==> config.mk <==
export PLATFORM = sky130hd
export DESIGN_NAME = lfu_cache_policy
export DESIGN_NICKNAME = d
export VERILOG_FILES = /design/src/lfu_pkg.sv /design/src/lfu_cache_policy.sv /design/src/lfu_cell.sv
export SDC_FILE = /design/constraint.sdc
export NUM_CORES = 2
export LEC_CHECK = 0
export BUFFER_PORTS_ARGS = -buffer_cell sky130_fd_sc_hd__buf_4
export CAP_MARGIN = 10
export CORE_ASPECT_RATIO = 1.25
export CORE_MARGIN = 4
export CORE_UTILIZATION = 33
export CTS_CLUSTER_DIAMETER = 60
export CTS_CLUSTER_SIZE = 20
export DETAILED_ROUTE_END_ITERATION = 12
export SLEW_MARGIN = 20
export SYNTH_ARGS = -nofsm -noshare
export SYNTH_HDL_FRONTEND = slang
export SYNTH_SLANG_ARGS = --single-unit
==> constraint.sdc <==
create_clock -name clk -period 17.4 [get_ports clk]
set_clock_uncertainty 0.1 [all_clocks]
set_input_delay 1.74 -clock clk [delete_from_list [all_inputs] [get_ports clk]]
set_output_delay 1.74 -clock clk [all_outputs]
set_load 0.05 [all_outputs]
==> src/lfu_pkg.sv <==
`default_nettype none

package lfu_pkg;

  // Store geometry
  localparam int CAPACITY   = 16;
  localparam int COUNT_BITS = 16;
  localparam int DATA_W     = 32;
  localparam int CFG_W      = 5;

  localparam int IDX_W  = (CAPACITY > 1) ? $clog2(CAPACITY) : 1;
  localparam int RANK_W = IDX_W;
  localparam int USED_W = $clog2(CAPACITY + 1);
  localparam int CMP_W  = (USED_W > CFG_W) ? USED_W : CFG_W;

  localparam logic [COUNT_BITS-1:0] COUNT_MAX = {COUNT_BITS{1'b1}};
  localparam logic [CFG_W-1:0]      CAP_RESET = CFG_W'(16);

  // Request opcodes
  localparam logic OP_GET = 1'b0;
  localparam logic OP_PUT = 1'b1;

  // Command broadcast to every cell
  typedef enum logic [1:0] {
    CMD_NONE,
    CMD_TOUCH,
    CMD_PLACE
  } cmd_kind_t;

  typedef struct packed {
    cmd_kind_t               kind;
    logic                    wr_value;
    logic                    evict;
    logic [IDX_W-1:0]        sel_idx;
    logic [IDX_W-1:0]        vic_idx;
    logic [RANK_W-1:0]       ref_rank;
    logic [DATA_W-1:0]       key;
    logic [DATA_W-1:0]       value;
  } cell_cmd_t;

  // Status a cell reports to the sequencer
  typedef struct packed {
    logic              valid;
    logic              match;
    logic [RANK_W-1:0] rank;
  } cell_stat_t;

  // Victim candidate passed down the chain
  typedef struct packed {
    logic                  found;
    logic [COUNT_BITS-1:0] count;
    logic [RANK_W-1:0]     rank;
    logic [IDX_W-1:0]      idx;
  } cand_t;

endpackage

`default_nettype wire

==> src/lfu_cache_policy.sv <==
`default_nettype none

// Channel   Direction  Handshake            Payload
// in_       input      in_valid/in_ready    in_op, in_key, in_value
// out_      output     out_valid/out_ready  out_hit, out_read_value, out_evicted
// cfg_      input      cfg_we (no wait)     cfg_wdata (cap_in_use)
//
// Get hit or put hit: look, touch, done. Put into a free slot: look, apply,
// done. Get miss or put at zero capacity: look, done. A put that must evict
// searches first, the victim candidate walking the chain one cell per cycle.
// Reset clears all entry valid bits at once; no clearing pass is needed.
// One transaction is in flight at a time; a finished result waits in the
// output register, and the sequencer holds in its done state while it is full.

module lfu_cache_policy (
  input  logic                             clk,
  input  logic                             rst_n,
  input  logic                             in_valid,
  output logic                             in_ready,
  input  logic                             in_op,
  input  logic signed [lfu_pkg::DATA_W-1:0] in_key,
  input  logic signed [lfu_pkg::DATA_W-1:0] in_value,
  output logic                             out_valid,
  input  logic                             out_ready,
  output logic                             out_hit,
  output logic signed [lfu_pkg::DATA_W-1:0] out_read_value,
  output logic                             out_evicted,
  input  logic                             cfg_we,
  input  logic [lfu_pkg::CFG_W-1:0]         cfg_wdata
);
  import lfu_pkg::*;

  typedef enum logic [2:0] {
    S_IDLE,
    S_LOOK,
    S_TOUCH,
    S_SRCH,
    S_APPLY,
    S_DONE
  } state_t;

  state_t                state_r, state_nxt;
  logic                  req_op_r;
  logic [DATA_W-1:0]     req_key_r;
  logic [DATA_W-1:0]     req_val_r;
  logic [IDX_W-1:0]      sel_idx_r;
  logic [RANK_W-1:0]     ref_rank_r;
  logic                  free_found_r;
  logic [IDX_W-1:0]      free_idx_r;
  logic                  evict_mode_r;
  logic [IDX_W-1:0]      cnt_r;
  logic [USED_W-1:0]     used_r;
  logic [CFG_W-1:0]      cap_r;
  logic                  res_hit_r;
  logic [DATA_W-1:0]     res_rd_r;
  logic                  res_ev_r;
  logic                  out_valid_r;
  logic                  out_hit_r;
  logic [DATA_W-1:0]     out_rd_r;
  logic                  out_ev_r;

  cell_cmd_t             cmd;
  cell_stat_t            stat_w  [CAPACITY];
  logic [DATA_W-1:0]     value_w [CAPACITY];
  cand_t                 cand_w  [CAPACITY+1];
  cand_t                 tail;

  logic [CAPACITY-1:0]   match_vec;
  logic [CAPACITY-1:0]   valid_vec;
  logic                  any_hit;
  logic [IDX_W-1:0]      hit_idx;
  logic [RANK_W-1:0]     hit_rank;
  logic [DATA_W-1:0]     hit_val;
  logic                  free_found;
  logic [IDX_W-1:0]      free_idx;
  logic [CMP_W-1:0]      cap_ext;
  logic [CMP_W-1:0]      limit;
  logic                  limit_zero;
  logic                  need_evict;
  logic                  do_evict;
  logic                  do_place;
  logic [IDX_W-1:0]      place_idx;
  logic                  srch_last;
  logic                  out_free;

  // Row of cells
  assign cand_w[0] = '0;
  for (genvar g = 0; g < CAPACITY; g++) begin : g_cell
    lfu_cell u_cell (
      .clk      (clk),
      .rst_n    (rst_n),
      .cell_idx (IDX_W'(g)),
      .cmd      (cmd),
      .cand_in  (cand_w[g]),
      .cand_out (cand_w[g+1]),
      .stat     (stat_w[g]),
      .value    (value_w[g])
    );
  end
  assign tail = cand_w[CAPACITY];

  // Gather hit, hit rank/value and the lowest free slot
  always_comb begin
    hit_idx  = '0;
    hit_rank = '0;
    hit_val  = '0;
    free_idx = '0;
    for (int i = 0; i < CAPACITY; i++) begin
      match_vec[i] = stat_w[i].match;
      valid_vec[i] = stat_w[i].valid;
      if (stat_w[i].match) begin
        hit_idx  = hit_idx | IDX_W'(i);
        hit_rank = hit_rank | stat_w[i].rank;
        hit_val  = hit_val | value_w[i];
      end
    end
    for (int i = CAPACITY - 1; i >= 0; i--) begin
      if (!stat_w[i].valid) free_idx = IDX_W'(i);
    end
  end

  assign any_hit    = |match_vec;
  assign free_found = ~&valid_vec;

  // Effective limit is min(cap_in_use, CAPACITY)
  assign cap_ext    = CMP_W'(cap_r);
  assign limit      = (cap_ext > CMP_W'(CAPACITY)) ? CMP_W'(CAPACITY) : cap_ext;
  assign limit_zero = (cap_r == '0);
  assign need_evict = (CMP_W'(used_r) >= limit) || !free_found;

  // Placement after an optional eviction
  assign do_evict  = evict_mode_r && tail.found;
  assign do_place  = do_evict || free_found_r;
  assign place_idx = (do_evict && !(free_found_r && (free_idx_r < tail.idx))) ?
                     tail.idx : free_idx_r;

  // Command to the cells
  always_comb begin
    cmd          = '0;
    cmd.kind     = CMD_NONE;
    cmd.key      = req_key_r;
    cmd.value    = req_val_r;
    cmd.wr_value = (req_op_r == OP_PUT);
    case (state_r)
      S_TOUCH: begin
        cmd.kind     = CMD_TOUCH;
        cmd.sel_idx  = sel_idx_r;
        cmd.ref_rank = ref_rank_r;
      end
      S_APPLY: begin
        if (do_place) cmd.kind = CMD_PLACE;
        cmd.sel_idx  = place_idx;
        cmd.evict    = do_evict;
        cmd.vic_idx  = tail.idx;
        cmd.ref_rank = tail.rank;
      end
      default: ;
    endcase
  end

  assign srch_last = (cnt_r == IDX_W'(CAPACITY - 1));
  assign out_free  = !out_valid_r || out_ready;

  // Next state
  always_comb begin
    state_nxt = state_r;
    case (state_r)
      S_IDLE:  if (in_valid) state_nxt = S_LOOK;
      S_LOOK: begin
        if (req_op_r == OP_GET) begin
          state_nxt = any_hit ? S_TOUCH : S_DONE;
        end else if (limit_zero) begin
          state_nxt = S_DONE;
        end else if (any_hit) begin
          state_nxt = S_TOUCH;
        end else begin
          state_nxt = need_evict ? S_SRCH : S_APPLY;
        end
      end
      S_TOUCH: state_nxt = S_DONE;
      S_SRCH:  if (srch_last) state_nxt = S_APPLY;
      S_APPLY: state_nxt = S_DONE;
      S_DONE:  if (out_free) state_nxt = S_IDLE;
      default: state_nxt = S_IDLE;
    endcase
  end

  // State, control and registered outputs
  always_ff @(posedge clk) begin
    if (!rst_n) begin
      state_r     <= S_IDLE;
      out_valid_r <= 1'b0;
      out_hit_r   <= 1'b0;
      out_rd_r    <= '0;
      out_ev_r    <= 1'b0;
      used_r      <= '0;
      cap_r       <= CAP_RESET;
      cnt_r       <= '0;
    end else begin
      state_r <= state_nxt;
      if (cfg_we) cap_r <= cfg_wdata;
      // Result register: load on the way out of done, clear once taken
      if ((state_r == S_DONE) && out_free) begin
        out_valid_r <= 1'b1;
        out_hit_r   <= res_hit_r;
        out_rd_r    <= res_rd_r;
        out_ev_r    <= res_ev_r;
      end else if (out_ready) begin
        out_valid_r <= 1'b0;
      end
      case (state_r)
        S_LOOK: cnt_r <= '0;
        S_SRCH: cnt_r <= cnt_r + 1'b1;
        S_APPLY: if (do_place && !do_evict) used_r <= used_r + 1'b1;
        default: ;
      endcase
    end
  end

  // Request and result payload
  always_ff @(posedge clk) begin
    case (state_r)
      S_IDLE: begin
        req_op_r  <= in_op;
        req_key_r <= in_key;
        req_val_r <= in_value;
      end
      S_LOOK: begin
        sel_idx_r    <= hit_idx;
        ref_rank_r   <= hit_rank;
        free_found_r <= free_found;
        free_idx_r   <= free_idx;
        evict_mode_r <= need_evict;
        res_hit_r    <= any_hit && ((req_op_r == OP_GET) || !limit_zero);
        res_rd_r     <= (any_hit && (req_op_r == OP_GET)) ? hit_val : '1;
        res_ev_r     <= 1'b0;
      end
      S_APPLY: res_ev_r <= do_evict;
      default: ;
    endcase
  end

  assign in_ready       = (state_r == S_IDLE);
  assign out_valid      = out_valid_r;
  assign out_hit        = out_hit_r;
  assign out_read_value = out_rd_r;
  assign out_evicted    = out_ev_r;

endmodule

`default_nettype wire

==> src/lfu_cell.sv <==
`default_nettype none

module lfu_cell (
  input  logic                      clk,
  input  logic                      rst_n,
  input  logic [lfu_pkg::IDX_W-1:0] cell_idx,
  input  lfu_pkg::cell_cmd_t        cmd,
  input  lfu_pkg::cand_t            cand_in,
  output lfu_pkg::cand_t            cand_out,
  output lfu_pkg::cell_stat_t       stat,
  output logic [lfu_pkg::DATA_W-1:0] value
);
  import lfu_pkg::*;

  logic                  valid_r, valid_nxt;
  logic [DATA_W-1:0]     key_r, key_nxt;
  logic [DATA_W-1:0]     value_r, value_nxt;
  logic [COUNT_BITS-1:0] count_r, count_nxt;
  logic [RANK_W-1:0]     rank_r, rank_nxt;
  cand_t                 cand_r, cand_nxt;
  logic                  is_sel;
  logic                  is_vic;
  logic                  better;

  assign is_sel = (cell_idx == cmd.sel_idx);
  assign is_vic = cmd.evict && (cell_idx == cmd.vic_idx);

  // Entry update for touch and place commands
  always_comb begin
    valid_nxt = valid_r;
    key_nxt   = key_r;
    value_nxt = value_r;
    count_nxt = count_r;
    rank_nxt  = rank_r;
    case (cmd.kind)
      CMD_TOUCH: begin
        if (is_sel) begin
          rank_nxt = '0;
          if (count_r != COUNT_MAX) count_nxt = count_r + 1'b1;
          if (cmd.wr_value) value_nxt = cmd.value;
        end else if (valid_r && (rank_r < cmd.ref_rank)) begin
          rank_nxt = rank_r + 1'b1;
        end
      end
      CMD_PLACE: begin
        if (is_sel) begin
          valid_nxt = 1'b1;
          key_nxt   = cmd.key;
          value_nxt = cmd.value;
          count_nxt = COUNT_BITS'(1);
          rank_nxt  = '0;
        end else if (is_vic) begin
          valid_nxt = 1'b0;
        end else if (valid_r) begin
          // older than the victim: the removal and the insert cancel out
          if (!(cmd.evict && (rank_r > cmd.ref_rank))) rank_nxt = rank_r + 1'b1;
        end
      end
      default: ;
    endcase
  end

  // Victim search: lowest count wins, the older entry on equal counts
  assign better = valid_r &&
                  (!cand_in.found || (count_r < cand_in.count) ||
                   ((count_r == cand_in.count) && (rank_r > cand_in.rank)));

  always_comb begin
    cand_nxt = cand_in;
    if (better) begin
      cand_nxt.found = 1'b1;
      cand_nxt.count = count_r;
      cand_nxt.rank  = rank_r;
      cand_nxt.idx   = cell_idx;
    end
  end

  always_ff @(posedge clk) begin
    if (!rst_n) begin
      valid_r <= 1'b0;
      cand_r  <= '0;
    end else begin
      valid_r <= valid_nxt;
      cand_r  <= cand_nxt;
    end
  end

  always_ff @(posedge clk) begin
    key_r   <= key_nxt;
    value_r <= value_nxt;
    count_r <= count_nxt;
    rank_r  <= rank_nxt;
  end

  assign cand_out   = cand_r;
  assign stat.valid = valid_r;
  assign stat.match = valid_r && (key_r == cmd.key);
  assign stat.rank  = rank_r;
  assign value      = value_r;

endmodule

`default_nettype wire

==> metrics.log <==
[metrics] count of different cell masters after synthesis: 71
[metrics] CP Class: reg -> reg
[metrics] average wire per cell in the routed design: 22.76 um
[metrics] iteration-0 DRC count of the detailed router: 4503
[metrics] hpwl dp: 155.7 mm
[metrics] antenna violations before repair: 3
[metrics] Vias per Instance: 5.246
[metrics] most numerous cell on the critical path: sky130_fd_sc_hd__buf_4
[metrics] Design Power: 11.44 mW
[metrics] chip width: 467.1 um
[metrics] worst slack after detailed placement: 11.52 ns
[metrics] clock tree sinks: 1894
[metrics] portion of the post-synthesis area used by sequential elements: 60.39%
[metrics] net count of the finished layout: 7580
[metrics] Total Die Area: 271800 um2
[metrics] antenna-violating nets left: 0
[metrics] FMAX: 179.0 MHz
[metrics] Setup crit end kind: flip-flop
[metrics] Least-Margin Pin Slew: 1.047 ns
[metrics] Mapped Nets: 7541
[metrics] root buffer cell: sky130_fd_sc_hd__clkbuf_16
[metrics] Max Cap Viol: 0
[metrics] Syn Inst Count: 7058
[metrics] dominant register cell in the synthesized netlist: sky130_fd_sc_hd__edfxtp_1
[metrics] final core utilization: 36.65%
[metrics] largest stage delay on the critical path: 0.86 ns
[metrics] number of vias in the routed layout: 56150
[metrics] setup TNS: 0 ns
[metrics] max-slew violation count: 0
[metrics] number of global-route vias before repair: 56520
[metrics] number of primary I/O pins: 111
[metrics] origin of the critical flop-to-flop path: state_r[2]$_SDFFE_PN0P_
[metrics] Layout Cells excl Fill: 10700
[metrics] Worst slew margin: 29.59%
[metrics] slowest library cell on the worst path: sky130_fd_sc_hd__nor3b_2
[metrics] Critical path buffers and inverters: 4
[metrics] number of synthesis warnings: 0
[metrics] clock tree from TritonCTS: done
[metrics] first drt pass iteration count: 6
[metrics] Post-Syn Area: 86930 um2
[metrics] clock insertion delay at the later pin of the skew report: 0.79 ns
[metrics] Final Cycle Share: 32.10%
[metrics] FF-to-FF setup slack: 11.81 ns
[metrics] share of cells above drive strength 1: 7.304%
[metrics] largest net degree at the start of global routing: 212
[metrics] worst ir drop on vdd: 0.1413 mV
[metrics] dominant delay contributor by cell family on the critical path: buffers and inverters
[metrics] average cell area after synthesis: 12.32 um2
[metrics] Required @ worst endpoint: 17.71 ns
[metrics] number of hold-repair buffers added at the cts stage: 0
[metrics] EDFF count, synth: 1457
[metrics] GRT Resource Usage Total: 17.36%
[metrics] number of DRC violations after detailed routing: 0
[metrics] count of endpoints failing hold in the final timing report: 0
[metrics] grt total ovfl: 0
[metrics] Final Hold Slack: 0.3261 ns
[metrics] post-layout minimum cycle time: 5.586 ns
[metrics] reg2reg path depth: 8
[metrics] placement-stage cell area: 92090 um2
[metrics] Initial Utilization: 33.19%
[metrics] maximum fanout along the worst path: 81
[metrics] worst min-delay path startpoint: g_cell[4].u_cell.cand_out[1]$_SDFF_PP0_
[metrics] #FFs+latches synth: 1894
[metrics] worst hold path class: reg -> reg
[metrics] end of the worst hold path: g_cell[5].u_cell.cand_out[1]$_SDFF_PP0_
[metrics] data arrival time of the critical path: 5.90 ns
[metrics] async set or reset register ratio after synthesis: 0%
[metrics] PwrDens: 119.1 nW/um2
[metrics] Static Leak: 31.07 nW
[metrics] Chip Height: 581.8 um
[metrics] level count of the clock H-tree: 3
[metrics] layout-stage area growth over the synthesis result: 10.45%
[metrics] critical-path cell list: nor3b_2, o21ai_0, inv_1, ha_4, buf_4, buf_4, nand2_1, inv_2
[metrics] CTS resizes: 0
[metrics] wire length of the first global-routing pass: 361.0 mm
[metrics] outcome: completed
[metrics] number of placed cells counting well taps: 10470
[metrics] setup-violating endpoint count in the final report: 0
[metrics] standard-cell rows: 210
[metrics] worst flop-to-flop path endpoint: g_cell[4].u_cell.key_r[28]$_DFFE_PP_
[metrics] number of buffers on the longest clock path: 3
[metrics] Worst Hold Depth: 2
[metrics] total wire length after detailed routing: 243.6 mm
[metrics] clock slew seen by the registers of the worst setup and hold paths: 0.08 ns
[metrics] crit path setup slack, layout: 11.81 ns
[metrics] unrepaired setup endpoints after global routing: false
[metrics] launching element type of the critical path: flip-flop
[metrics] Inserted Clock Buffers: 120
[metrics] post-CTS setup buffer count: 0
[metrics] count of input and output buffers: 110
[metrics] standard cell core area: 262000 um2
[metrics] routability cong.: 0.8888
[metrics] fin area: 96020 um2
sequential cells by signal, summed over array words and instances, names as in the netlist, 3 cells and up:
register / flops
ref_rank_r: 4
g_cell.u_cell.valid_r: 16
cnt_r: 4
g_cell.u_cell.rank_r: 64
g_cell.u_cell.value: 512
res_rd_r: 32
g_cell.u_cell.key_r: 512
out_read_value: 32
sel_idx_r: 4
cap_ext: 5
free_idx_r: 4
req_val_r: 32
used_r: 5
g_cell.u_cell.cand_out: 369
req_key_r: 32
state_r: 3
g_cell.u_cell.count_r: 256
area by class of cell:
cell class	instances	area [um2]
Fill cell	25300	165900
Sequential cell	1894	52500
Multi-Input combinational cell	4480	31990
Tap cell	3498	4377
Clock buffer	185	3363
Timing Repair Buffer	257	1991
Inverter	344	1291
Clock inverter	42	504.2
Antenna cell	3	7.507
worst min-delay path: stages, from the launching register on:
cell,delay (ns)
sky130_fd_sc_hd__dfxtp_1,0.30
sky130_fd_sc_hd__nand2_1,0.05
sky130_fd_sc_hd__nor2_1,0.03
layout by cell type (no fill, tap or decap), drive strengths merged, types with 9 or more instances in the layout:
master,synthesis,final
mux2i,250,250
a21boi,59,59
dfxtp,437,437
nor4,212,212
and2,27,27
a22o,114,114
inv,343,364
clkbuf,190,185
xor2,556,556
nor2b,147,147
ha,408,408
buf,150,257
nor3,42,42
o211ai,18,18
nor2,336,336
o21a,81,81
or4,10,10
o21ai,152,152
nand2b,48,48
a21oi,103,103
a31oi,26,26
nand2,723,723
o21bai,15,15
a221oi,114,114
nand4,231,231
or3,26,26
edfxtp,1457,1457
nor4b,9,9
and4,26,26
and3,123,123
a22oi,69,69
a21o,56,56
or2,9,9
nand3,199,199
nand4b,14,14
xnor2,209,209
clkinv,1,20
and3b,10,10
kinds of logic (layout without fill, tap and decap cells):
family                   after synthesis  count (layout)  synth area share (%)
AO/OA/AOI/OAI                        855             855                 7.077
XOR/XNOR                             765             765                 7.707
adder cells (fa/ha/maj)              408             408                 5.872
buffers and inverters                684             828                 3.184
flip-flops                          1894            1894                 60.39
multiplexers                         250             250                 2.879
other                                  0               3                     0
AND/OR/NAND/NOR                     2202            2202                 12.89
power breakdown:
part           switching [mW]  leakage, nW  internal, mW
registers               0.384         16.6          5.57
logic                    1.76         12.6         0.725
clock network            1.60         1.86          1.40
total                    3.75         31.1          7.69
Yosys cell counts (10+ instances only):
library cell / n / area [um2]
sky130_fd_sc_hd__edfxtp_1: 1457 / 43750
sky130_fd_sc_hd__nand2_1: 723 / 2714
sky130_fd_sc_hd__xor2_1: 556 / 4870
sky130_fd_sc_hd__dfxtp_1: 437 / 8748
sky130_fd_sc_hd__ha_1: 408 / 5105
sky130_fd_sc_hd__inv_1: 343 / 1287
sky130_fd_sc_hd__nor2_1: 335 / 1257
sky130_fd_sc_hd__mux2i_1: 250 / 2502
sky130_fd_sc_hd__nand4_1: 231 / 1445
sky130_fd_sc_hd__xnor2_1: 209 / 1831
sky130_fd_sc_hd__nand3_1: 199 / 996.0
sky130_fd_sc_hd__nor4_1: 192 / 1201
sky130_fd_sc_hd__clkbuf_1: 190 / 713.2
sky130_fd_sc_hd__o21ai_0: 151 / 755.7
sky130_fd_sc_hd__nor2b_1: 147 / 919.6
sky130_fd_sc_hd__and3_1: 123 / 769.5
sky130_fd_sc_hd__buf_2: 115 / 575.6
sky130_fd_sc_hd__a221oi_1: 114 / 998.5
sky130_fd_sc_hd__a22o_1: 114 / 998.5
sky130_fd_sc_hd__a21oi_1: 103 / 515.5
sky130_fd_sc_hd__o21a_1: 81 / 608.1
sky130_fd_sc_hd__a22oi_1: 69 / 518.0
sky130_fd_sc_hd__a21o_1: 56 / 420.4
sky130_fd_sc_hd__a21boi_0: 51 / 382.9
sky130_fd_sc_hd__nand2b_1: 48 / 300.3
sky130_fd_sc_hd__nor3_1: 42 / 210.2
sky130_fd_sc_hd__a31oi_1: 26 / 162.7
sky130_fd_sc_hd__or3_1: 26 / 162.7
sky130_fd_sc_hd__and4_1: 25 / 219.0
sky130_fd_sc_hd__and2_1: 22 / 137.6
sky130_fd_sc_hd__buf_1: 20 / 75.07
sky130_fd_sc_hd__buf_4: 15 / 112.6
sky130_fd_sc_hd__o21bai_1: 15 / 112.6
sky130_fd_sc_hd__nand4b_1: 14 / 122.6
sky130_fd_sc_hd__o211ai_1: 14 / 105.1
sky130_fd_sc_hd__nor4_2: 13 / 162.7
sky130_fd_sc_hd__and3b_1: 10 / 87.58
sky130_fd_sc_hd__or4_1: 10 / 75.07
per-layer routing:
layer  vias up  wire (um)  GRT usage, %
li1      25780          -             -
met1     28170      95600         20.74
met2      1681     123900         31.26
met3       516      12510         2.163
met4         0      11600         7.358
met5         -          0             0
worst max-delay path by stage:
stage	start	end	slack (ns)	cells after the start
3_5_place_dp	state_r[2]$_SDFFE_PN0P_	g_cell[8].u_cell.key_r[24]$_DFFE_PP_	11.52	8
5_1_grt	state_r[2]$_SDFFE_PN0P_	g_cell[4].u_cell.key_r[22]$_DFFE_PP_	11.40	8
6_report	state_r[2]$_SDFFE_PN0P_	g_cell[4].u_cell.key_r[28]$_DFFE_PP_	11.81	8
4_1_cts	state_r[2]$_SDFFE_PN0P_	g_cell[8].u_cell.key_r[30]$_DFFE_PP_	11.52	8
2_1_floorplan	state_r[0]$_SDFFE_PN0P_	in_ready	9.55	2
3_3_place_gp	state_r[2]$_SDFFE_PN0P_	g_cell[4].u_cell.key_r[19]$_DFFE_PP_	11.50	8
Power figures use the tool's default switching activity.
